$ cat src/rtl/rhc_pkg.sv
// Shared constants, types and a helper function for the RGB/HSV color converter.
// Used by every module of the converter; depends on nothing.
package rhc_pkg;

  localparam int C = 16;
  localparam int PORT_W = 16;
  localparam int DW = C + 3;

  localparam logic [1:0] MODE_RGB2HSV  = 2'd0;
  localparam logic [1:0] MODE_HSV2RGB  = 2'd1;
  localparam logic [1:0] MODE_NEGATIVE = 2'd2;
  localparam logic [1:0] MODE_UNUSED   = 2'd3;

  localparam logic [C-1:0] CH_MAX = {C{1'b1}};
  localparam logic [2*C-1:0] FULL_SCALE = {CH_MAX, {C{1'b0}}};

  typedef logic [C-1:0] chan_t;

  typedef struct packed {
    logic [1:0] mode;
    chan_t      a;
    chan_t      b;
    chan_t      c;
    chan_t      mx;
    logic       neg;
    logic       grey;
  } side_t;

  // Floor of x divided by 2^C - 1, for results that fit in C bits.
  function automatic chan_t div_max(input logic [2*C-1:0] x);
    logic [C:0] s;
    logic [C:0] a;
    s = {1'b0, x[2*C-1:C]} + {1'b0, x[C-1:0]};
    a = {1'b0, x[2*C-1:C]};
    if (s >= {CH_MAX, 1'b0}) begin
      a = a + (C+1)'(2);
    end else if (s >= {1'b0, CH_MAX}) begin
      a = a + (C+1)'(1);
    end
    return a[C-1:0];
  endfunction

endpackage

$ cat src/rtl/rhc_div.sv
// Pipelined restoring divider, one quotient bit per register stage.
// The high dividend part must be below the divisor; depends on rhc_pkg.
module rhc_div import rhc_pkg::*; (
  input  logic          clk,
  input  logic          en,
  input  logic [DW-1:0] hi_i,
  input  chan_t         lo_i,
  input  logic [DW-1:0] den_i,
  output chan_t         quo_o
);

  logic [DW-1:0] rem_r [C];
  logic [DW-1:0] rem_nxt [C];
  logic [DW-1:0] den_r [C];
  logic [DW-1:0] din [C];
  logic [DW-1:0] rin [C];
  chan_t         lo_r [C];
  chan_t         lo_nxt [C];
  chan_t         lin [C];
  chan_t         quo_r [C];
  chan_t         quo_nxt [C];
  chan_t         qin [C];
  logic [DW:0]   trial [C];
  logic [DW:0]   diff [C];

  always_comb begin
    rin[0] = hi_i;
    lin[0] = lo_i;
    qin[0] = '0;
    din[0] = den_i;
    for (int k = 1; k < C; k++) begin
      rin[k] = rem_r[k-1];
      lin[k] = lo_r[k-1];
      qin[k] = quo_r[k-1];
      din[k] = den_r[k-1];
    end
    for (int k = 0; k < C; k++) begin
      trial[k]  = {rin[k], lin[k][C-1]};
      diff[k]   = trial[k] - {1'b0, din[k]};
      lo_nxt[k] = {lin[k][C-2:0], 1'b0};
      if (trial[k] >= {1'b0, din[k]}) begin
        rem_nxt[k] = diff[k][DW-1:0];
        quo_nxt[k] = {qin[k][C-2:0], 1'b1};
      end else begin
        rem_nxt[k] = trial[k][DW-1:0];
        quo_nxt[k] = {qin[k][C-2:0], 1'b0};
      end
    end
  end

  always_ff @(posedge clk) begin
    if (en) begin
      for (int k = 0; k < C; k++) begin
        rem_r[k] <= rem_nxt[k];
        lo_r[k]  <= lo_nxt[k];
        quo_r[k] <= quo_nxt[k];
        den_r[k] <= din[k];
      end
    end
  end

  assign quo_o = quo_r[C-1];

endmodule

$ cat config.mk
export PLATFORM = sky130hd
export DESIGN_NAME = rhc_div
export DESIGN_NICKNAME = d
export VERILOG_FILES = /design/src/rtl/rhc_pkg.sv /design/src/rtl/rhc_div.sv
export SDC_FILE = /design/constraint.sdc
export NUM_CORES = 1
export LEC_CHECK = 0
export ABC_AREA = 1
export BUFFER_PORTS_ARGS = -buffer_cell sky130_fd_sc_hd__buf_2
export CAP_MARGIN = 20
export CORE_AREA = 2 2 312 314
export DETAILED_ROUTE_END_ITERATION = 6
export DIE_AREA = 0 0 314 316
export PLACE_DENSITY_LB_ADDON = 0.15
export SLEW_MARGIN = 10
export SYNTH_ARGS = -nofsm -noshare
export SYNTH_HDL_FRONTEND = slang
export SYNTH_SLANG_ARGS = --single-unit
$ cat constraint.sdc
create_clock -name clk -period 2.6 [get_ports clk]
set_clock_uncertainty 0.2 [all_clocks]
set_input_delay 0.26 -clock clk [delete_from_list [all_inputs] [get_ports clk]]
set_output_delay 0.26 -clock clk [all_outputs]
set_load 0.01 [all_outputs]
== After elaboration in Yosys (flattened, before gate mapping) ==
Memory sizes are Yosys's and may differ from the RTL's.
Cells that the tools add are included.
Word-level totals
  register bits after elaboration: 0
  memory bits (writable): 1104
  output and inout bits: 16
  word-level logic and storage cells: 70
  memories kept: 4
Memories
  den_r: words 16, bits a word 19, rd ports 15, clocked after memory_dff 0, wr ports 16, RTL line rhc_div.sv:14  | logic [DW-1:0] den_r [C];
  rem_r: words 16, bits a word 19, rd ports 15, clocked after memory_dff 0, wr ports 16, RTL line rhc_div.sv:12  | logic [DW-1:0] rem_r [C];
  quo_r: words 16, bits a word 16, rd ports 16, clocked after memory_dff 0, wr ports 16, RTL line rhc_div.sv:20  | chan_t quo_r [C];
  lo_r: words 16, bits a word 15, rd ports 15, clocked after memory_dff 0, wr ports 16, RTL line rhc_div.sv:17  | chan_t lo_r [C];
Operators by class
  add/subtract/negate cells: 16
  $lt $le $gt $ge: 16
  multiplexer cells: 34
Operator list (number)
  $ge A20 B19 Y1: 16
  $mux W19: 16
  $sub A19 B19 Y19: 16
  $mux W1: 18

== Logic depth before layout (Yosys ltp) ==
An unclocked memory read counts as a cell.
  depth after elaboration: 3
  mapped depth: 14
  depth with buffers taken out: 13

== Worst setup path after synthesis ==
No wires, ideal clock.
  kind: flip-flop to flip-flop
  from: memory den_r[0][133] (netlist bit)
  to: memory rem_r[1][17] (netlist bit) (data pin)
  setup time: 253 ps
  data arrival time: 1910 ps
  data required time: 2147 ps
  setup slack: 237 ps
  cell stages (with the launch flop): 13
  path buffers: 1
  clock period less this slack: 2363 ps
  path through: edfxtp_1 > ha_1 > fa_1 > nand3b_1 > nand2_2 > nand3_1 > nand3_1 > nand2_1 > nand2_2 > inv_4 > buf_6 > nand2_1 > nand2_1
RTL lines (RTL line)
  from (decl): rhc_div.sv:14
  to (decl): rhc_div.sv:12

==> metrics.md <==
| Metric | Value |
|---|---|
| Pre-antenna DRT Iters | 6 |
| Int Power | between 30 and 40 mW |
| Worst-path clk slew | 0.06 ns |
| Critical setup path kind | flip-flop to flip-flop |
| Overflow left after global routing | 0 |
| Tightest Pin Transition | between 0.6 and 0.7 ns |
| Die height | between 300 and 400 um |
| Final instance area | between 50,000 and 60,000 um2 |
| Async SR Flop Fraction | 0% |
| H-Tree Depth | 3 |
| Pins Over Slew Limit | 0 |
| Mean Syn Cell Area | around 8.7 um2 |
| Pin count of the biggest net entering global routing | 94 |
| Pre-CTS setup slack | -0.168 ns |
| Starting density of the core | between 40% and 50% |
| Register area | ~25,000 um2 |
| Final setup TNS | 0 ns |
| Reg2Reg Launch Point | rem_r[1][54] |
| Startpoint types | flip-flop |
| Synth-to-Final Area Change | 13.8% |
| Sw frac | between 40% and 50% |
| Seq/Total Area, Yosys | between 50% and 60% |
| Final Power | 61.3 mW |
| Dpl cell area | about 50,000 um2 |
| Period minus WS final | around 2.5 ns |
| Die Wd | 314 um |
| Clock network power share | between 20% and 30% |
| Rows | 114 |
| Initial antenna violation count | 0 |
| Final worst setup slack | approximately 0.074 ns |
| Sw Pwr | 24.7 mW |
| CTS tree | yes |
| Top-count cell post-synth | nand2_1 |
| Total CTS buffers | 92 |
| DR iter-0 viols | slightly above 3,000 |
| First-pass GRT wire length | approximately 180,000 um |
| Pleak | approximately 26 nW |
| M1 GR Usage | 33.8% |
| Worst setup path start | rem_r[1][54] |
| Ports | 72 |
| CTS Buffer Depth | 3 |
| Multi-input combinational cell area | a little under 20,000 um2 |
| Post-DP HPWL | around 90,000 um |
| DRC errors left | 0 |
| Overall Global Routing Usage | 23.2% |
| Clk_lat worst skew | between 0.6 and 0.7 ns |
| Required @ worst endpoint | 2.80 ns |
| Critical Path Fanout Max | 11 |
| Ranking of synthesized cells by area | edfxtp_1, nand2_1, ha_1 |
| Yosys cell types | 29 |
| Post-Layout Cell Count | around 7,000 |
| Fillcell total | just under 9,000 |
| Ys flop type | edfxtp_1 |
| Layout Nets | 6,119 |
| Post-synth EDFFs | 826 |
| Status | complete, no violations |
| Post-Syn Nets | 5,827 |
| Setup violators final | 0 |
| Final Cycle Share | 97.1% |
| CTS Sinks | a little over 800 |
| FF-to-FF path depth | 9 |
| Via count | around 35,000 |
| Met3 Use GR | under 10% |
| Commonest cells in the netlist | nand2_1, inv_1, edfxtp_1, nor2_1, nand3_1 |
| Vias/cell | approximately 5.0 |
| Ys Warns | 0 |
| Post-Synthesis Cells | 5,452 |
| FF-to-FF End | rem_r[1][75] |
| Internal reg-to-reg setup slack | roughly 0.074 ns |
| Routing usage on met2 | between 30% and 40% |
| Post-route ant nets | 0 |
| Clock root buffer | clkbuf_16 |
| Synth top area share | 52.2% |
| Worst vdd ir | roughly 0.66 mV |
| Mapped Area | between 40,000 and 50,000 um2 |
| Comb pwr share | between 40 and 50% |
| Core area | approximately 96,000 um2 |
| FMAX | between 0.3 and 0.4 GHz |
| DP Cell Count | 6,855 |
| Drt wl/cell | approximately 16 um |
| Max-slew headroom | 59.3% |
| Hold Crit Class | input pin to flip-flop |
| Post-synthesis register bit count | 826 |
| Die area | 99,200 um2 |
| P per Cell Area | between 1000 and 1500 nW/um2 |
| Total of max-cap violations | 0 |
| Nature of the critical path endpoint | flip-flop |
| Gp weighted congestion | around 0.93 |
| Synth area leader | edfxtp_1 |
| Final Hold Vio Count | 0 |
| Post-Route WL | 115,000 um |
| Share of power burned in registers | 34.3% |
| Diode count | 0 |
| Vias in the first global route | around 33,000 |
| Port buffer count | 71 |
| Ratio of cells with drive above 1 in the final layout | roughly 7.8% |
| Critical path destination | rem_r[1][75] |
| Arrival @ worst endpoint | 2.73 ns |
| GR peak layer | met2 |
==> metrics by stage <==
| step | utilization [%] | hold slack [ns] |
|---|---|---|
| 6_report | 56.4 | 0.100 |
| 5_1_grt | 56.4 | 0.0703 |
| 4_1_cts | 56.0 | 0.0541 |
| 3_5_place_dp | 52.1 | 0.205 |
| 3_3_place_gp | 52.1 | 0.200 |
| 2_1_floorplan | - | 0.159 |
==> power groups by stage <==
stage	sequential, mW	combinational (mW)	clock, mW
after floorplan	20.1	19.7	0
after global placement	21.4	25.7	0
after detailed placement	21.3	25.9	0
after CTS	21.1	26.3	13.6
after global routing	21.3	30.7	14.1
final	21.0	27.0	13.2
==> per-layer routing <==
| layer | vias to the layer above | wire (um) |
|---|---|---|
| met1 | 16124 | 55400 |
| li1 | 18186 | - |
| met2 | 858 | 51500 |
| met4 | 0 | 2820 |
| met5 | - | 0 |
| met3 | 164 | 5720 |
==> cells by family (layout without fill, tap and decap cells) <==
logic type	Yosys count	after routing	synth area share, %
compound gates	303	303	3.30
xor+xnor	150	150	2.76
fa+ha+maj	319	319	8.63
buf+inv	931	1298	7.93
flops	826	826	52.2
simple gates	2923	2924	25.2
==> cell usage in the layout (no fill, tap or decap), drive strengths merged, types with 15 or more instances in the layout <==
cell / instances
nand2: 2002
inv: 894
edfxtp: 826
nor2: 412
nand3: 311
ha: 304
buf: 187
a21oi: 179
clkbuf: 107
xor2: 106
o21ai: 102
nor3: 98
nand3b: 75
dlygate4sd3: 54
xnor2: 44
clkinv: 30
and2: 19
o21bai: 16
clkinvlp: 15
fa: 15
==> area by class of cell <==
type | count | area share, %
Multi-Input combinational cell | 3696 | 35.5
Clock inverter | 64 | 1.24
Inverter | 886 | 6.23
Tap cell | 1276 | 2.95
Sequential cell | 826 | 45.8
Clock buffer | 106 | 4.47
Timing Repair Buffer | 242 | 3.74
==> flip-flops by register name, summed over array words and instances, names as in the netlist <==
register,cells
quo_r,136
den_r,285
rem_r,285
lo_r,120
==> worst min-delay path by stage <==
stage,from,endpoint,slack (ns),depth (start not counted)
2_1_floorplan,den_i[0],den_r[0][0],0.16,0
3_3_place_gp,quo_r[1][87],quo_r[1][104],0.20,0
3_5_place_dp,lo_r[0][43],lo_r[0][59],0.20,0
4_1_cts,lo_i[9],lo_r[0][9],0.05,2
5_1_grt,lo_i[13],lo_r[0][13],0.07,2
6_report,lo_i[13],lo_r[0][13],0.10,2
==> worst max-delay path: stages (launching register included) <==
cell      delay, ns
edfxtp_1       0.46
ha_1           0.38
a21oi_1        0.33
o21a_1         0.16
nand2_1        0.05
nor2_1         0.17
nand2_4        0.14
buf_12         0.18
nand3_1        0.10
nand2_2        0.09
==> timing repair <==
item	4_1_cts	5_1_grt
setup buffers	7	8
endpoints found under the setup margin	91	269
hold buffers	54	0
pin swaps	2	7
gates resized for setup	9	75
hold endpoints to repair	109	0
cloned	1	1
Note: power is estimated with default switching activity, not from simulation.
