==> config.mk <==
export PLATFORM = sky130hd
export DESIGN_NAME = rhc_back
export DESIGN_NICKNAME = d
export VERILOG_FILES = /design/src/rtl/rhc_pkg.sv /design/src/rtl/rhc_back.sv
export SDC_FILE = /design/constraint.sdc
export NUM_CORES = 2
export LEC_CHECK = 0
export ABC_AREA = 1
export ABC_CLOCK_PERIOD_IN_PS = 10200
export BUFFER_PORTS_ARGS = -buffer_cell sky130_fd_sc_hd__buf_2
export CAP_MARGIN = 20
export CORE_MARGIN = 8
export CORE_UTILIZATION = 50
export DETAILED_ROUTE_END_ITERATION = 7
export PLACE_DENSITY = 0.73
export SLEW_MARGIN = 20
export SYNTH_ARGS = -nofsm -noshare
export SYNTH_HDL_FRONTEND = slang
export SYNTH_SLANG_ARGS = --single-unit
==> constraint.sdc <==
create_clock -name clk -period 10.2 [get_ports clk]
set_input_delay 2.04 -clock clk [delete_from_list [all_inputs] [get_ports clk]]
set_output_delay 2.04 -clock clk [all_outputs]
set_load 0.05 [all_outputs]
==> src/rtl/rhc_pkg.sv <==
// Shared constants, types and a helper function for the RGB/HSV color converter.
// Used by every module of the converter; depends on nothing.
package rhc_pkg;

  localparam int C = 16;
  localparam int PORT_W = 16;
  localparam int DW = C + 3;

  localparam logic [1:0] MODE_RGB2HSV  = 2'd0;
  localparam logic [1:0] MODE_HSV2RGB  = 2'd1;
  localparam logic [1:0] MODE_NEGATIVE = 2'd2;
  localparam logic [1:0] MODE_UNUSED   = 2'd3;

  localparam logic [C-1:0] CH_MAX = {C{1'b1}};
  localparam logic [2*C-1:0] FULL_SCALE = {CH_MAX, {C{1'b0}}};

  typedef logic [C-1:0] chan_t;

  typedef struct packed {
    logic [1:0] mode;
    chan_t      a;
    chan_t      b;
    chan_t      c;
    chan_t      mx;
    logic       neg;
    logic       grey;
  } side_t;

  // Floor of x divided by 2^C - 1, for results that fit in C bits.
  function automatic chan_t div_max(input logic [2*C-1:0] x);
    logic [C:0] s;
    logic [C:0] a;
    s = {1'b0, x[2*C-1:C]} + {1'b0, x[C-1:0]};
    a = {1'b0, x[2*C-1:C]};
    if (s >= {CH_MAX, 1'b0}) begin
      a = a + (C+1)'(2);
    end else if (s >= {1'b0, CH_MAX}) begin
      a = a + (C+1)'(1);
    end
    return a[C-1:0];
  endfunction

endpackage

==> src/rtl/rhc_back.sv <==
// Back end: hue fix-up, mode selection and the HSV to RGB conversion.
// Five register stages, the last one drives the result item; depends on rhc_pkg.
module rhc_back import rhc_pkg::*; (
  input  logic  clk,
  input  logic  en,
  input  chan_t hue_q_i,
  input  chan_t sat_q_i,
  input  side_t side_i,
  output chan_t x_o,
  output chan_t y_o,
  output chan_t z_o
);

  localparam logic [2:0] SEC_RY = 3'd0;
  localparam logic [2:0] SEC_YG = 3'd1;
  localparam logic [2:0] SEC_GC = 3'd2;
  localparam logic [2:0] SEC_CB = 3'd3;
  localparam logic [2:0] SEC_BM = 3'd4;

  typedef struct packed {
    chan_t h;
    chan_t s;
    chan_t v;
  } pass_t;

  // Stage 0
  chan_t hue, sat;
  pass_t p0_r;
  chan_t h0_r, s0_r, v0_r;
  logic  conv0_r;

  always_comb begin
    hue = side_i.grey ? '0 : (side_i.neg ? chan_t'(-hue_q_i) : hue_q_i);
    sat = side_i.grey ? '0 : sat_q_i;
  end

  always_ff @(posedge clk) begin
    if (en) begin
      p0_r    <= '{h: hue, s: sat, v: side_i.mx};
      conv0_r <= (side_i.mode == MODE_HSV2RGB) || (side_i.mode == MODE_NEGATIVE);
      if (side_i.mode == MODE_HSV2RGB) begin
        h0_r <= side_i.a;
        s0_r <= side_i.b;
        v0_r <= side_i.c;
      end else begin
        h0_r <= hue;
        s0_r <= sat;
        v0_r <= CH_MAX - side_i.mx;
      end
    end
  end

  // Stage 1
  logic [DW-1:0]  x6;
  logic [C:0]     fc;
  pass_t          p1_r;
  logic           conv1_r, vz1_r, sz1_r;
  chan_t          v1_r, mp1_r;
  logic [2:0]     sec1_r;
  logic [2*C-1:0] ma1_r, mb1_r;

  always_comb begin
    x6 = (DW'(h0_r) << 2) + (DW'(h0_r) << 1);
    fc = {1'b1, {C{1'b0}}} - {1'b0, x6[C-1:0]};
  end

  always_ff @(posedge clk) begin
    if (en) begin
      p1_r    <= p0_r;
      conv1_r <= conv0_r;
      vz1_r   <= (v0_r == '0);
      sz1_r   <= (s0_r == '0);
      v1_r    <= v0_r;
      mp1_r   <= CH_MAX - s0_r;
      sec1_r  <= x6[DW-1:C];
      ma1_r   <= s0_r * x6[C-1:0];
      mb1_r   <= (2*C)'(s0_r * fc);
    end
  end

  // Stage 2
  logic [2*C-1:0] eq, et;
  pass_t          p2_r;
  logic           conv2_r, vz2_r, sz2_r;
  chan_t          v2_r;
  logic [2:0]     sec2_r;
  logic [2*C-1:0] pp2_r;
  logic [3*C-1:0] pq2_r, pt2_r;

  always_comb begin
    eq = FULL_SCALE - ma1_r;
    et = FULL_SCALE - mb1_r;
  end

  always_ff @(posedge clk) begin
    if (en) begin
      p2_r    <= p1_r;
      conv2_r <= conv1_r;
      vz2_r   <= vz1_r;
      sz2_r   <= sz1_r;
      v2_r    <= v1_r;
      sec2_r  <= sec1_r;
      pp2_r   <= v1_r * mp1_r;
      pq2_r   <= v1_r * eq;
      pt2_r   <= v1_r * et;
    end
  end

  // Stage 3
  pass_t      p3_r;
  logic       conv3_r, vz3_r, sz3_r;
  chan_t      v3_r, pv3_r, qv3_r, tv3_r;
  logic [2:0] sec3_r;

  always_ff @(posedge clk) begin
    if (en) begin
      p3_r    <= p2_r;
      conv3_r <= conv2_r;
      vz3_r   <= vz2_r;
      sz3_r   <= sz2_r;
      v3_r    <= v2_r;
      sec3_r  <= sec2_r;
      pv3_r   <= div_max(pp2_r);
      qv3_r   <= div_max(pq2_r[3*C-1:C]);
      tv3_r   <= div_max(pt2_r[3*C-1:C]);
    end
  end

  // Stage 4
  chan_t x_nxt, y_nxt, z_nxt;
  chan_t x_r, y_r, z_r;

  always_comb begin
    if (!conv3_r) begin
      x_nxt = p3_r.h;
      y_nxt = p3_r.s;
      z_nxt = p3_r.v;
    end else if (vz3_r) begin
      x_nxt = '0;
      y_nxt = '0;
      z_nxt = '0;
    end else if (sz3_r) begin
      x_nxt = v3_r;
      y_nxt = v3_r;
      z_nxt = v3_r;
    end else begin
      case (sec3_r)
        SEC_RY: begin x_nxt = v3_r;  y_nxt = tv3_r; z_nxt = pv3_r; end
        SEC_YG: begin x_nxt = qv3_r; y_nxt = v3_r;  z_nxt = pv3_r; end
        SEC_GC: begin x_nxt = pv3_r; y_nxt = v3_r;  z_nxt = tv3_r; end
        SEC_CB: begin x_nxt = pv3_r; y_nxt = qv3_r; z_nxt = v3_r;  end
        SEC_BM: begin x_nxt = tv3_r; y_nxt = pv3_r; z_nxt = v3_r;  end
        default: begin x_nxt = v3_r; y_nxt = pv3_r; z_nxt = qv3_r; end
      endcase
    end
  end

  always_ff @(posedge clk) begin
    if (en) begin
      x_r <= x_nxt;
      y_r <= y_nxt;
      z_r <= z_nxt;
    end
  end

  assign x_o = x_r;
  assign y_o = y_r;
  assign z_o = z_r;

endmodule

Word level (Yosys, flattened, before mapping)
Cells that the tools add are included. W data, S select, Z words.

Register bits: 611. Input port bits: 102. Word-level logic and storage cells: 108.

$add $sub $neg: 16. $mul: 5. Magnitude comparators: 6. Eq/ne operators: 6. Multiplexer cells: 24. Reductions and logical operators: 8.

Operators with widths (count): $mux W16 (21); $pmux W16 S3 (3); $mul A16 B32 Y48 (2); $mul A16 B16 Y32 (2); $sub A32 B32 Y32 const A (2); $add A16 B16 Y17 (3); $ge A17 B16 Y1 const B (3); $ge A17 B17 Y1 const B (3); $add A16 B1 Y16 const B (3); $add A16 B2 Y16 const B (3); $logic_not A16 Y1 (2); $mul A16 B17 Y32 (1); $sub A16 B16 Y16 const A (2); $add A18 B17 Y19 (1); $sub A17 B16 Y17 const A (1); $neg A16 Y16 (1); $reduce_or A2 Y1 (4); $eq A3 B2 Y1 const B (2); $eq A3 B1 Y1 const B (1); $eq A3 B3 Y1 const B (1); $logic_not A3 Y1 (1); $eq A2 B1 Y1 const B (1); $eq A2 B2 Y1 const B (1); $logic_or A1 B1 Y1 (1).

Longest topological paths before layout
Word-level depth: 6. Gate-level depth with buffers: 41. Depth with buffers taken out: 40.

Worst setup path after synthesis
OpenSTA, ideal clock, no wires.

Kind: register to register. Start point: register h0_r[0]. End point: register mb1_r[29], data pin. Data arrival time: 7083 ps. Required time: 9941 ps. Path slack: 2858 ps. Stages on the path, launching flop included: 39. Buffers on the path: 4. Clock period less this slack: 7342 ps. Cell sequence: edfxtp_1 > clkbuf_1 > buf_1 > inv_1 > ha_1 > clkbuf_1 > nor2_1 > inv_2 > nor2_1 > nand2_1 > nand3b_4 > nor2_2 > nand3_2 > nor2_2 > nand4_1 > nand2_2 > buf_6 > nand2_1 > [3 not listed] > inv_1 > fa_1 > fa_1 > inv_1 > fa_1 > inv_1 > ha_1 > nand2_1 > inv_1 > nand2_1 > nor3_1 > nand2_1 > o211ai_1 > nand3_1 > nand2_1 > nand2_1 > nand2_1 > xor2_1.

Word-level cells in the longest chain between the ends: 3.

RTL lines: from (decl) (line rhc_back.sv:29) `chan_t h0_r, s0_r, v0_r;`; from (signal assigned) (line rhc_back.sv:42) `h0_r <= side_i.a;`; from (signal assigned) (line rhc_back.sv:46) `h0_r <= hue;`; $add A18 B17 Y19 (line rhc_back.sv:63) `x6 = (DW'(h0_r) << 2) + (DW'(h0_r) << 1);`; $sub A17 B16 Y17 (line rhc_back.sv:64) `fc = {1'b1, {C{1'b0}}} - {1'b0, x6[C-1:0]};`; $mul A16 B17 Y32 (line rhc_back.sv:77) `mb1_r <= (2*C)'(s0_r * fc);`; to (signal assigned) (line rhc_back.sv:77); to (decl) (line rhc_back.sv:60) `logic [2*C-1:0] ma1_r, mb1_r;`.

Every way passes these cells. A chain may end at the register's enable or synchronous reset.

Worst setup path in the final report
Start point: register h0_r[0]. End point: register mb1_r[28], data pin.

Same word-level chain as after synthesis.

==> metrics.md <==
| Metric | Value |
|---|---|
| Clock Skew | 0.02851 ns |
| Slew headroom | 22.83% |
| Worst slew pin tran | 1.158 ns |
| Post-Route WL | 259300 µm |
| H-Tree Depth | 3 |
| Number of synthesized flops with an enable pin | 576 |
| Final Wtd Congestion | 0.9731 |
| Worst reg2reg path startpoint | h0_r[0]$_DFFE_PP_ |
| Ports | 150 |
| Most common cell in the synthesized netlist | nand2_1 |
| Kind of critical path | flop to flop |
| Vias | 69.50k |
| Share of layout cells above drive strength 1 | 4.232% |
| Non-Filler Instances | 12.56k |
| Setup TNS | 0 ns |
| Largest fanout on the critical path | 20 |
| Syn_area_per_cell | 8.286 µm² |
| Dpl cells | 12.44k |
| Final Util | 53.14% |
| Wire per inst | 20.64 µm |
| Die width | 430.0 µm |
| Worst Hold Class | flop to flop |
| Hold buffer count at cts | 0 |
| Setup ws final | 1.587 ns |
| Post-DP HPWL | 206800 µm |
| Nets | 12.37k |
| Critical path arrival | 9.03 ns |
| Max incr delay on CP | 0.88 ns |
| Slowest-stage cell, CP | fa_1 |
| RSZ-0062 raised after global routing | no |
| Vias in the first global route | 72.44k |
| Cell accounting for the most synthesized area | fa_1 |
| First-pass GRT wire length | 403500 µm |
| Max_cap viols | 0 |
| Setup-failing EPs final | 0 |
| CTS Buf Count | 67 |
| Synth top cells by count | nand2_1, inv_1, fa_1 |
| Asr flop ratio synth | 0% |
| Syn nets | 12.44k |
| Post-synth top area share | 32.19% |
| Row count | 152 |
| #FFs+latches synth | 576 |
| Post-synth cell types | 62 |
| Max-slew violation count | 0 |
| Reg2Reg Capture Point | mb1_r[28]$_DFFE_PP_ |
| Critical Path Sink | mb1_r[28]$_DFFE_PP_ |
| Ranking of synthesized cells by area | fa_1, edfxtp_1, nand2_1, inv_1, ha_1 |
| Chip Height | 430.0 µm |
| Post-CTS setup buffers | 0 |
| Synthesis-to-finish area growth | 6.018% |
| Reg clk slew, reported paths | 0.06 ns |
| Antenna violations before repair | 8 |
| Global router's overall resource usage | 27.70% |
| Worst-skew pair later-pin latency | 0.68 ns |
| Largest net degree at the start of global routing | 196 |
| Status | complete, no violations |
| Core Region | 171000 µm² |
| Vias per cell | 5.532 |
| Number of synthesis warnings | 0 |
| CTS Root Buffer Type | clkbuf_16 |
| Main flop type after synthesis | edfxtp_1 |
| First-pass iteration count of the detailed router | 7 |
| Hold Vio Cnt, Final | 0 |
| Setup crit start | h0_r[0]$_DFFE_PP_ |
| Placement Setup Slack | 1.670 ns |
| Clock sinks | 576 |
| CTS Buffer Depth | 3 |
| Hold path depth | 0 |
| Grt ovf | 0 |
| Tcrit/Tclk final | 84.44% |
| Starting Density | 50.12% |
| Minimum clock period | 8.613 ns |
| DRC | 0 |
| # port buffers | 149 |
| WP data required | 10.62 ns |
| Startpoint types | flop |
| Reg2Reg Depth | 35 |
| # resized after CTS | 0 |
| CTS tree | yes |
| Die area | 184900 µm² |
| Seq/Total Area, Yosys | 20.18% |
| Initial DRC count | 6265 |
| Final ANT Viol Nets | 0 |
| Fmax | 116.1 MHz |
| Mapped Cells | 10.34k |
| Crit. End Element | flop |
| Mapped Area | 85700 µm² |
| R2R setup slack | 1.59 ns |
==> registers in the layout, indices dropped and copies added (netlist names), 30 cells and up <==
register and count:
ma1_r 31, mb1_r 30, p0_r 48, p1_r 48
p2_r 48, p3_r 48, pp2_r 32, pq2_r 32
pt2_r 32
==> critical path, delay by kind of cell, from the launching register on <==
family                   cells  cell delay, ns
XOR/XNOR                     1            0.06
flip-flops                   1            0.32
buffers and inverters        9            1.16
AND/OR/NAND/NOR             16            2.38
adder cells (fa/ha/maj)      9            4.42
==> layout by cell type, fill, tap and decap left out, drive strengths merged, types with 6 or more instances in the layout <==
| master | count |
|---|---|
| clkinv | 40 |
| xnor2 | 60 |
| clkbuf | 78 |
| buf | 228 |
| a31oi | 28 |
| o21bai | 17 |
| o21a | 12 |
| ha | 620 |
| nor2 | 825 |
| o21ai | 249 |
| a21boi | 11 |
| fa | 1378 |
| a21oi | 312 |
| a221oi | 6 |
| a21o | 28 |
| inv | 2204 |
| o211ai | 20 |
| nor4 | 24 |
| bufinv | 8 |
| nor3 | 69 |
| and2 | 14 |
| edfxtp | 576 |
| nand3 | 388 |
| nand4 | 87 |
| o2111ai | 8 |
| nand2 | 2771 |
| or2 | 27 |
| nand3b | 14 |
| xor2 | 178 |
| a22o | 15 |
==> routing by layer <==
layer,vias to the layer above,routed length (µm),GRT usage (%)
met2,3298,120400,45.31
met5,-,55,0
met3,746,23280,5.587
met4,8,13940,13.03
li1,31260,-,-
met1,34190,101600,35.47
==> metrics by stage <==
stage,hold slack (ns),instance area [µm²]
4_1_cts,0.4066,90840
5_1_grt,0.4149,90850
3_3_place_gp,0.4005,88520
3_5_place_dp,0.4045,88530
6_report,0.4081,90850
2_1_floorplan,0.4003,85700
==> layout make-up <==
class | count | area, µm²
fill | 15670 | 80120
multi-input combinational | 7189 | 58650
sequential | 576 | 17300
inverter | 2212 | 8303
tap | 2233 | 2794
clock buffer | 78 | 1718
timing repair buffer | 228 | 1494
clock inverter | 44 | 590.6
antenna | 3 | 7.507
==> how the worst min path moves through the flow <==
stage	slack [ns]	to	start
finish	0.41	v3_r[10]$_DFFE_PP_	v2_r[10]$_DFFE_PP_
floorplan	0.40	conv1_r$_DFFE_PP_	conv0_r$_DFFE_PP_
CTS	0.41	v3_r[5]$_DFFE_PP_	v2_r[5]$_DFFE_PP_
global placement	0.40	conv2_r$_DFFE_PP_	conv1_r$_DFFE_PP_
detailed placement	0.40	p2_r[16]$_DFFE_PP_	p1_r[16]$_DFFE_PP_
global route	0.41	v3_r[10]$_DFFE_PP_	v2_r[10]$_DFFE_PP_
==> cells by family after synthesis <==
logic type	Yosys count	share of synthesized area, %
AOI/OAI and AO/OA	726	4.785
xor gates and xnor gates	238	2.472
adders and majority gates	1998	41.24
buffers and inverters	2577	11.39
DFF	576	20.18
and+or+nand+nor	4227	19.93
Power is not shown: default switching activity piles up to over one toggle a cycle in this logic, so the estimate is an artifact.
