`src/rtl/rhc_pkg.sv`:
```
// Shared constants, types and a helper function for the RGB/HSV color converter.
// Used by every module of the converter; depends on nothing.
package rhc_pkg;

  localparam int C = 16;
  localparam int PORT_W = 16;
  localparam int DW = C + 3;

  localparam logic [1:0] MODE_RGB2HSV  = 2'd0;
  localparam logic [1:0] MODE_HSV2RGB  = 2'd1;
  localparam logic [1:0] MODE_NEGATIVE = 2'd2;
  localparam logic [1:0] MODE_UNUSED   = 2'd3;

  localparam logic [C-1:0] CH_MAX = {C{1'b1}};
  localparam logic [2*C-1:0] FULL_SCALE = {CH_MAX, {C{1'b0}}};

  typedef logic [C-1:0] chan_t;

  typedef struct packed {
    logic [1:0] mode;
    chan_t      a;
    chan_t      b;
    chan_t      c;
    chan_t      mx;
    logic       neg;
    logic       grey;
  } side_t;

  // Floor of x divided by 2^C - 1, for results that fit in C bits.
  function automatic chan_t div_max(input logic [2*C-1:0] x);
    logic [C:0] s;
    logic [C:0] a;
    s = {1'b0, x[2*C-1:C]} + {1'b0, x[C-1:0]};
    a = {1'b0, x[2*C-1:C]};
    if (s >= {CH_MAX, 1'b0}) begin
      a = a + (C+1)'(2);
    end else if (s >= {1'b0, CH_MAX}) begin
      a = a + (C+1)'(1);
    end
    return a[C-1:0];
  endfunction

endpackage

```
`src/rtl/rhc_front.sv`:
```
// Front end of the converter: maximum, minimum, largest channel and the two division operands.
// Two register stages; depends on rhc_pkg.
module rhc_front import rhc_pkg::*; (
  input  logic          clk,
  input  logic          en,
  input  logic [1:0]    mode_i,
  input  chan_t         a_i,
  input  chan_t         b_i,
  input  chan_t         c_i,
  output logic [DW-1:0] hue_hi_o,
  output logic [DW-1:0] hue_den_o,
  output logic [DW-1:0] sat_hi_o,
  output chan_t         sat_lo_o,
  output logic [DW-1:0] sat_den_o,
  output side_t         side_o
);

  logic [1:0] mode_r;
  chan_t      r_r, g_r, b_r, mx_r, mn_r;
  logic       rmax_r, gmax_r;
  chan_t      mx_nxt, mn_nxt;

  logic [DW-1:0]  hue_hi_r, hue_den_r, sat_hi_r, sat_den_r;
  chan_t          sat_lo_r;
  side_t          side_r;
  chan_t          d;
  logic [DW-1:0]  dx, num;
  logic [2*C-1:0] sprod;
  logic           neg;

  always_comb begin
    mx_nxt = a_i;
    if (b_i > mx_nxt) mx_nxt = b_i;
    if (c_i > mx_nxt) mx_nxt = c_i;
    mn_nxt = a_i;
    if (b_i < mn_nxt) mn_nxt = b_i;
    if (c_i < mn_nxt) mn_nxt = c_i;
  end

  always_ff @(posedge clk) begin
    if (en) begin
      mode_r <= mode_i;
      r_r    <= a_i;
      g_r    <= b_i;
      b_r    <= c_i;
      mx_r   <= mx_nxt;
      mn_r   <= mn_nxt;
      rmax_r <= (a_i == mx_nxt);
      gmax_r <= (b_i == mx_nxt);
    end
  end

  always_comb begin
    d     = mx_r - mn_r;
    dx    = DW'(d);
    neg   = rmax_r && (g_r < b_r);
    sprod = {d, {C{1'b0}}} - {{C{1'b0}}, d};
    if (rmax_r) begin
      num = neg ? DW'(b_r - g_r) : DW'(g_r - b_r);
    end else if (gmax_r) begin
      num = (dx << 1) + DW'(b_r) - DW'(r_r);
    end else begin
      num = (dx << 2) + DW'(r_r) - DW'(g_r);
    end
  end

  always_ff @(posedge clk) begin
    if (en) begin
      hue_hi_r  <= num;
      hue_den_r <= (dx << 2) + (dx << 1);
      sat_hi_r  <= DW'(sprod[2*C-1:C]);
      sat_lo_r  <= sprod[C-1:0];
      sat_den_r <= DW'(mx_r);
      side_r    <= '{mode: mode_r, a: r_r, b: g_r, c: b_r, mx: mx_r,
                     neg: neg, grey: (d == '0)};
    end
  end

  assign hue_hi_o  = hue_hi_r;
  assign hue_den_o = hue_den_r;
  assign sat_hi_o  = sat_hi_r;
  assign sat_lo_o  = sat_lo_r;
  assign sat_den_o = sat_den_r;
  assign side_o    = side_r;

endmodule

```
`config.mk`:
```
export PLATFORM = sky130hd
export DESIGN_NAME = rhc_front
export DESIGN_NICKNAME = d
export VERILOG_FILES = /design/src/rtl/rhc_pkg.sv /design/src/rtl/rhc_front.sv
export SDC_FILE = /design/constraint.sdc
export NUM_CORES = 1
export LEC_CHECK = 0
export CELL_PAD_IN_SITES_DETAIL_PLACEMENT = 1
export CELL_PAD_IN_SITES_GLOBAL_PLACEMENT = 2
export CORE_MARGIN = 1.5
export CORE_UTILIZATION = 42
export DETAILED_ROUTE_END_ITERATION = 8
export DONT_BUFFER_PORTS = 1
export GPL_ROUTABILITY_DRIVEN = 0
export PLACE_DENSITY = 0.84
export REMOVE_ABC_BUFFERS = 1
export SETUP_SLACK_MARGIN = 0.1
export SLEW_MARGIN = 5
export SYNTH_ARGS = -nofsm -noshare
export SYNTH_HDL_FRONTEND = slang
export SYNTH_SLANG_ARGS = --single-unit
```
`constraint.sdc`:
```
create_clock -name clk -period 6.37 [get_ports clk]
set_input_delay 0.3185 -clock clk [delete_from_list [all_inputs] [get_ports clk]]
set_output_delay 0.3185 -clock clk [all_outputs]
set_load 0.02 [all_outputs]
```
# After elaboration in Yosys (flattened, before gate mapping)
# Index checks and enable logic that the tools add are counted.
dict set report op_classes {
  add_sub_neg 9
  order_cmp 5
  n_eq_ne 2
  mux 7
  n_reduce_logical 2
}
# operator count
set op_table {}
lappend op_table {{two-way mux 16 bit} 4}
lappend op_table {{two-way mux 19 bit} 3}
lappend op_table {{< comparator 16 bit} 3}
lappend op_table {{subtractor 16 x 16 -> 17 bit} 2}
lappend op_table {{== test 16 bit} 2}
lappend op_table {{greater-than comparator 16 bit} 2}
lappend op_table {{subtractor 32 x 16 -> 32 bit} 1}
lappend op_table {{adder 18 x 16 -> 19 bit} 1}
lappend op_table {{adder 18 x 17 -> 19 bit} 1}
lappend op_table {{subtractor 18 x 16 -> 19 bit} 1}
lappend op_table {{subtractor 19 x 16 -> 19 bit} 1}
lappend op_table {{adder 17 x 16 -> 18 bit} 1}
lappend op_table {{zero test 16 bit} 1}
lappend op_table {{subtractor 16 bit} 1}
lappend op_table {{logical AND 1 bit} 1}
dict set report totals {
  reg_bits 222
  wordCells 44
}

# Depth between registers and ports, before layout
# Gate-level depths: netlist (run 1).
dict set report depth {
  depth_word 5
  mapped_depth 26
  ltp_nobuf 22
}

# Worst setup path after synthesis (run 1)
# Ideal clock, no wire load.
dict set report synth_timing {
  path_type {input-to-reg}
  start {in a_i[1]}
  end {reg rmax_r (data pin)}
  t_arrival_ns 4.834
  required_ns 6.220
  setup_slack_ns 1.386
  path_stages 24
  n_path_buf 5
  cell_sequence {inv_1 > ha_1 > nor2b_1 > o211ai_1 > a2111oi_0 > a211oi_1 > buf_4 > nor2_1 > buf_2 > buf_2 > buf_1 > nor2_1 > a21oi_1 > ha_1 > and3_1 > a221o_1 > a221o_1 > o31ai_2 > and2_1 > buf_4 > nor2_1 > o32a_1 > a2111o_1 > nor3_2}
}
dict set report synth_via {
  elab_chain_cells 5
}
# element line_no
set synth_lines {}
lappend synth_lines {{start: declaration} rhc_front.sv:7} ;# input chan_t a_i,
lappend synth_lines {{greater-than comparator 16 bit} rhc_front.sv:33} ;# if (b_i > mx_nxt) mx_nxt = b_i;
lappend synth_lines {{two-way mux 16 bit} rhc_front.sv:33}
lappend synth_lines {{greater-than comparator 16 bit} rhc_front.sv:34} ;# if (c_i > mx_nxt) mx_nxt = c_i;
lappend synth_lines {{two-way mux 16 bit} rhc_front.sv:34}
lappend synth_lines {{== test 16 bit *} rhc_front.sv:48} ;# rmax_r <= (a_i == mx_nxt);
lappend synth_lines {{end signal: assignment} rhc_front.sv:48}
lappend synth_lines {{end: declaration} rhc_front.sv:20} ;# logic rmax_r, gmax_r;
# Every way passes the cells marked *; elsewhere a longest branch is shown, timed or not.
# A chain may end at the register's enable or synchronous reset.

# Worst setup path after layout (run 1)
dict set report layout_timing {
  start {reg mx_r[0]}
  end {reg hue_hi_r[18], in the netlist hue_hi_o[18] (data pin)}
}
dict set report layout_via {
  elab_chain_cells 5
}
# element line_no
set layout_lines {}
lappend layout_lines {{start: declaration} rhc_front.sv:19} ;# chan_t r_r, g_r, b_r, mx_r, mn_r;
lappend layout_lines {{start signal: assignment} rhc_front.sv:46} ;# mx_r <= mx_nxt;
lappend layout_lines {{subtractor 16 bit *} rhc_front.sv:54} ;# d = mx_r - mn_r;
lappend layout_lines {{adder 18 x 16 -> 19 bit / adder 17 x 16 -> 18 bit (equally long branches)} {rhc_front.sv:63, rhc_front.sv:61}}
lappend layout_lines {{subtractor 19 x 16 -> 19 bit / subtractor 18 x 16 -> 19 bit (equally long branches)} {rhc_front.sv:63, rhc_front.sv:61}}
lappend layout_lines {{two-way mux 19 bit *} rhc_front.sv:60} ;# end else if (gmax_r) begin
lappend layout_lines {{two-way mux 19 bit *} rhc_front.sv:58} ;# if (rmax_r) begin
lappend layout_lines {{net num[18]} rhc_front.sv:27} ;# logic [DW-1:0] dx, num;
lappend layout_lines {{end signal: assignment} rhc_front.sv:69} ;# hue_hi_r <= num;
lappend layout_lines {{end: declaration} rhc_front.sv:23} ;# logic [DW-1:0] hue_hi_r, hue_den_r, sat_hi_r, sat_den_r;
# The timed path passes the listed nets; every way through them passes the cells marked *.

==> impl_metrics.py, run 1 <==
metrics = {
    "status": {
        "outcome": "completed",
    },
    "synth": {
        "ys_dominant_reg_cell": "edfxtp_1",
        "synth_xor_xnor_area_share": 0.0666,
        "largest_family_of_logic_cells_by_synthesized_area": "adder cells",
        "synth.ff_latch_count": 219,
        "post_synth_fa_ha_maj_area_fraction": 0.180,
        "number_of_instances_in_the_synthesized_netlist": 1441,
        "yosys.area_share.simple": 0.102,
        "yosysSeqAreaShare": 0.424,
        "synth-warning-count": 0,
        "post_synthesis_average_cell_area_um2": 10.8,
        "synth_compound_gate_area_share": 0.135,
        "yosys.cell_types.count": 72,
        "synth.cell_area_um2": 15500,
        "synth_edf_count": 219,
        "post_synth_mux_area_share": 0.0326,
        "synthArstFlopShare": 0,
    },
    "clock_network": {
        "cts-resized-gates": 0,
        "total_clock_sinks": 219,
        "cts_tree": "built",
        "ctsHtreeMaxLevel": 1,
        "clkTransAtPathRegs_ns": 0.06,
        "cts.repair_timing.setup_buffer_count": 0,
        "numCtsBuffers": 25,
        "root_buffer": "clkbuf_16",
        "hold_fix_buffer_count_after_cts": 52,
        "cts.path.max_buffers": 3,
        "clkLatencyLatePin_ns": 0.55,
    },
    "critical_path": {
        "r2r_depth": 20,
        "timing.critical_path.cells": "inv_1 -> ha_1 -> inv_1 -> fa_1 -> a21o_1 -> a21oi_1 -> o21ai_0 -> a31oi_1 -> xnor2_1 -> fa_1 -> ha_1 -> and4_1 -> and3_1 -> a21oi_1 -> o21ai_0 -> o21a_1 -> o31ai_1 -> o21ai_0 -> xnor2_1 -> o211ai_1",
        "regToRegStartpoint": "mx_r[0]",
        "path_depth": 20,
        "critical_path.n_buffers_inverters": 2,
        "path_class": "flop to flop",
        "setup_slack_of_the_worst_register_to_register_path_ns": 1.03,
        "critical_path.endpoint_type": "flop",
        "worstPathMaxFanout": 6,
        "cpLargestDelayFamily": "compound AO/OA/AOI/OAI gates",
        "critPathMaxStageDelay_ns": 0.55,
        "critical_path.most_common_cell": "o21ai_0",
        "regToRegEndpoint": "hue_hi_o[18]",
        "timing.critical_path.slowest_stage_cell": "fa_1",
        "arrival_ns": 5.61,
        "timing.critical_path.from": "mx_r[0]",
        "crit_path_start_kind": "flop",
        "critical_path_destination": "hue_hi_o[18]",
        "critical_path_required_ns": 6.64,
    },
    "layout": {
        "final_cell_mix": "edfxtp_1 (219), ha_1 (167), inv_1 (152)",
        "n_antenna_cell": 0,
        "final_common_cell": "edfxtp_1",
        "filler_cell_count": 3940,
        "area_delta_synth_final_pct": 11.2,
        "finish.net_count": 1744,
        "layout-drive-gt1-share": 0.0551,
    },
    "timing": {
        "slew_headroom": 0.328,
        "rsz0062_at_grt": "no",
        "clock.fmax_mhz": 187,
        "worst_slew_pin_slew_ns": 1.00,
        "post-route-worst-setup-slack_ns": 1.03,
        "slew_violations": 0,
        "report.final.setup_viol": 0,
        "fin_crit_ns": 5.34,
        "fin_worst_skew_ns": 0.0175,
        "count_of_endpoints_failing_hold_in_the_final_timing_report": 0,
        "fin_crit_sh": 0.839,
        "fin_hold_ws_ns": 0.0365,
    },
    "flow_run": {
        "maxCapViolCount": 0,
    },
    "grt": {
        "global_route_wire_length_before_repair_um": 72400,
        "globalRoute.totalOverflow": 0,
        "grt_antenna_before_repair": 0,
        "grt_start_max_net_pins": 187,
        "global_route.usage.total": 0.249,
        "via_count_of_the_first_global_routing_pass": 12200,
    },
    "detailed_routing": {
        "wl_per_cell_um": 24.2,
        "drt_first_iter_violations": 637,
        "route.antenna.remaining_nets": 0,
        "drcViolationCount": 0,
        "routed-via-count": 11400,
        "vias_per_cell": 5.79,
        "detail_route.wirelength_um": 47900,
        "detail_route.first_pass.iterations": 5,
    },
    "die": {
        "fp-row-count": 70,
        "design.die.area_um2": 38100,
        "die-width_um": 195,
        "start_util": 0.425,
        "design.core.area_um2": 36500,
        "ios": 212,
        "die_h_um": 195,
    },
    "place": {
        "port-buffer-count": 0,
        "detailed_place_hpwl_um": 37200,
        "preCtsSetupSlack_ns": 0.876,
    },
    "pwr": {
        "power.leakage_uw": 0.00718,
        "peakVddDrop_mv": 0.201,
        "power_density_nw_per_um2": 482,
        "power_uw": 8320,
    },
    "min_path": {
        "timing.hold.worst.class": "input pin to flop",
    },
}
[final cells by class]
type	count	area (um^2)	share of cell area
Clock buffer	28	637	0.0369
Sequential cell	219	6580	0.381
Timing Repair Buffer	73	718	0.0416
Multi-Input combinational cell	1019	8060	0.467
Inverter	152	571	0.0331
Clock inverter	16	110	0.00638
Tap cell	468	586	0.0339
[worst min path at each step]
stage                    from  depth (start not counted)    endpoint
detailed placement  mode_r[1]                          0  side_o[67]
global route           c_i[8]                          2     mx_r[8]
global placement    mode_r[0]                          0  side_o[66]
floorplan           mode_r[0]                          0  side_o[66]
finish                c_i[11]                          2    mn_r[11]
CTS                   c_i[12]                          2    mn_r[12]
[flip-flops by register name, summed over array words and instances, names as in the netlist]
name,flops
b_r,16
g_r,16
gmax_r,1
hue_den_o,17
hue_hi_o,19
mn_r,16
mode_r,2
mx_r,16
r_r,16
rmax_r,1
sat_hi_o,16
sat_lo_o,15
side_o,68
[cells in the mapped netlist (3+ instances only)]
cell type / instances / area share
o32a_1: 3 / 0.0019
a2111oi_0: 4 / 0.0023
nand4_1: 17 / 0.0068
a221o_1: 4 / 0.0026
buf_1: 3 / 0.00073
o21ai_0: 41 / 0.013
or3_1: 4 / 0.0016
a311oi_1: 4 / 0.0023
nor2b_1: 17 / 0.0068
a21oi_1: 113 / 0.036
o21bai_1: 3 / 0.0015
o221ai_1: 7 / 0.0039
inv_1: 152 / 0.037
a31oi_1: 16 / 0.0064
xnor2_1: 72 / 0.041
buf_6: 4 / 0.0029
a221oi_1: 3 / 0.0017
nand3_1: 29 / 0.0093
nand2_1: 64 / 0.015
or2_2: 7 / 0.0028
ha_1: 167 / 0.13
nor4_1: 11 / 0.0044
buf_4: 29 / 0.014
o211ai_1: 12 / 0.0058
xor2_1: 46 / 0.026
fa_1: 35 / 0.045
a211oi_1: 21 / 0.010
a211o_1: 5 / 0.0028
o22ai_1: 5 / 0.0020
o31ai_1: 9 / 0.0044
a21boi_0: 7 / 0.0034
o21a_1: 11 / 0.0053
mux2i_1: 49 / 0.032
nand2b_1: 14 / 0.0056
nor2_1: 102 / 0.025
and3_1: 10 / 0.0040
and4_1: 4 / 0.0023
a21o_1: 19 / 0.0092
nor3_1: 34 / 0.011
o21ai_1: 3 / 0.00097
clkbuf_1: 18 / 0.0044
and2_1: 6 / 0.0024
edfxtp_1: 219 / 0.42
[routing by layer]
layer  up-vias  track usage  part of all wire
li1       5277            -                 -
met1      5703        0.308              0.42
met2       370        0.440              0.49
met3        95       0.0359             0.047
met4         0       0.0956             0.038
met5         -            0                 0
[power breakdown]
part,switching [uW],internal (uW),total (uW)
sequential,477,2080,2560
combinational,2590,1830,4420
clock,585,756,1340
total,3650,4670,8320
[kinds of logic (layout without fill, tap and decap cells)]
group | Yosys count | after routing
AND/OR/NAND/NOR | 328 | 328
AO/OA/AOI/OAI | 314 | 314
flip-flops | 219 | 219
buffers and inverters | 209 | 269
adder cells (fa/ha/maj) | 202 | 202
XOR/XNOR | 118 | 118
multiplexers | 50 | 50
other | 1 | 7
[per-stage QoR]
step / area, um^2 / std cells / util / setup TNS [ns]
after floorplan: 15200 / 1390 / - / -9.41
after global placement: 16000 / 1879 / 0.437 / 0
after detailed placement: 16000 / 1879 / 0.437 / 0
after CTS: 17300 / 1975 / 0.473 / 0
after global routing: 17300 / 1975 / 0.473 / 0
final: 17300 / 1975 / 0.473 / 0
Power figures use the tool's default switching activity.
==> run 2: changes to the inputs <==
==> constraint.sdc (replaced) <==
create_clock -name clk -period 5 [get_ports clk]
set_input_delay 0.25 -clock clk [delete_from_list [all_inputs] [get_ports clk]]
set_output_delay 0.25 -clock clk [all_outputs]
set_load 0.02 [all_outputs]
==> impl_metrics.py, run 2 (synthesis results as in run 1) <==
metrics = {
    "status": {
        "outcome": "completed",
    },
    "timing": {
        "fin_crit_ns": 4.66,
        "fin_worst_skew_ns": 0.0208,
        "clock.fmax_mhz": 214,
        "slew_headroom": 0.558,
        "rsz0062_at_grt": "yes",
        "post-route-worst-setup-slack_ns": 0.335,
        "fin_hold_ws_ns": 0.0291,
        "slew_violations": 0,
        "fin_crit_sh": 0.933,
        "report.final.setup_viol": 0,
        "count_of_endpoints_failing_hold_in_the_final_timing_report": 0,
        "worst_slew_pin_slew_ns": 0.647,
    },
    "die": {
        "fp-row-count": 70,
        "ios": 212,
        "die_h_um": 195,
        "start_util": 0.425,
        "design.core.area_um2": 36500,
        "die-width_um": 195,
        "design.die.area_um2": 38100,
    },
    "detailed_routing": {
        "routed-via-count": 11400,
        "drt_first_iter_violations": 568,
        "drcViolationCount": 0,
        "detail_route.first_pass.iterations": 5,
        "vias_per_cell": 5.67,
        "route.antenna.remaining_nets": 0,
        "detail_route.wirelength_um": 46500,
        "wl_per_cell_um": 23.1,
    },
    "critical_path": {
        "timing.critical_path.cells": "inv_1 -> ha_1 -> inv_1 -> fa_1 -> a21o_1 -> a21oi_4 -> o21ai_1 -> a31oi_2 -> xnor2_2 -> buf_4 -> fa_1 -> ha_1 -> nor2_1 -> nor2_1 -> o211ai_1 -> a21oi_1 -> nand2_1 -> a21oi_1 -> xnor2_1 -> o221ai_1",
        "critical_path.endpoint_type": "flop",
        "cpLargestDelayFamily": "compound AO/OA/AOI/OAI gates",
        "critPathMaxStageDelay_ns": 0.42,
        "worstPathMaxFanout": 5,
        "r2r_depth": 20,
        "path_depth": 20,
        "timing.critical_path.slowest_stage_cell": "fa_1",
        "critical_path_required_ns": 5.26,
        "crit_path_start_kind": "flop",
        "path_class": "flop to flop",
        "critical_path.n_buffers_inverters": 3,
        "arrival_ns": 4.92,
    },
    "clock_network": {
        "numCtsBuffers": 25,
        "cts_tree": "built",
        "ctsHtreeMaxLevel": 1,
        "root_buffer": "clkbuf_16",
        "cts.path.max_buffers": 3,
        "clkLatencyLatePin_ns": 0.54,
        "clkTransAtPathRegs_ns": 0.07,
        "total_clock_sinks": 219,
    },
    "flow_run": {
        "maxCapViolCount": 0,
    },
    "layout": {
        "final_common_cell": "edfxtp_1",
        "largest_register_ff_count": 68,
        "finish.net_count": 1780,
        "postLayoutCoreUtil": 0.487,
        "filler_cell_count": 3938,
        "layout-drive-gt1-share": 0.0939,
        "final_cell_count_no_fill": 2012,
        "area_delta_synth_final_pct": 14.6,
        "n_antenna_cell": 0,
        "final_cell_mix": "edfxtp_1 (219), ha_1 (163), inv_1 (150)",
    },
    "pwr": {
        "internal_power_uw": 6370,
        "switching_power_uw": 4780,
        "power.leakage_uw": 0.00743,
        "power_uw": 11100,
        "power_frac_comb": 0.538,
        "power_switching_share": 0.428,
        "power_density_nw_per_um2": 626,
        "power_frac_seq": 0.292,
        "peakVddDrop_mv": 0.243,
        "clkPwrFrac": 0.171,
    },
    "min_path": {
        "timing.hold.worst.class": "input pin to flop",
        "hold-path-cell-count": 2,
    },
    "place": {
        "port-buffer-count": 0,
        "detailed_place_hpwl_um": 35800,
        "preCtsSetupSlack_ns": -0.0327,
        "dp.cells": 1911,
    },
    "grt": {
        "grt_start_max_net_pins": 220,
        "globalRoute.totalOverflow": 0,
        "via_count_of_the_first_global_routing_pass": 12200,
        "grt_antenna_before_repair": 0,
        "global_route_wire_length_before_repair_um": 70400,
        "global_route.usage.total": 0.242,
    },
}
==> run 2: routing by layer <==
layer | up-vias | part of all wire | track usage
met5 | - | 0 | 0
met4 | 0 | 0.037 | 0.0945
met3 | 80 | 0.044 | 0.0333
met2 | 296 | 0.49 | 0.426
met1 | 5681 | 0.43 | 0.299
li1 | 5356 | - | -
==> run 2: layout make-up <==
class,instances,area (um^2),area share
clock buffer,28,637,0.0358
clock inverter,17,216,0.0122
inverter,152,571,0.0321
multi-input combinational,1019,8210,0.461
sequential,219,6580,0.369
tap,468,586,0.0329
timing repair buffer,109,1010,0.0567
==> run 2: power groups by stage <==
stage	combinational [uW]	sequential [uW]	clock, uW
6_report	5990	3250	1900
3_3_place_gp	5480	3290	0
3_5_place_dp	5650	3300	0
4_1_cts	5770	3260	1950
2_1_floorplan	4060	3190	0
5_1_grt	6690	3290	2000
==> run 2: final timing paths <==
check                       to  slack [ns]  startpoint
setup / recovery  hue_hi_o[16]        0.34     mx_r[0]
hold / removal         mx_r[8]        0.03      b_i[8]
setup reg to reg  hue_hi_o[16]        0.34     mx_r[0]
hold reg to reg     side_o[67]        0.42   mode_r[1]
==> run 2: timing repair <==
action,CTS,global route
hold buffers,50,2
pin swaps,1,8
resized for setup,5,21
endpoints found under the hold margin,290,134
setup buffers,1,3
setup endpoints to repair,4,10
==> run 2: metrics by stage <==
stage | setup TNS, ns | instance area, um^2
after floorplan | -43.14 | 15200
after global placement | 0 | 16200
after detailed placement | -0.0581 | 16200
after CTS | 0 | 17600
after global routing | 0 | 17800
final | 0 | 17800
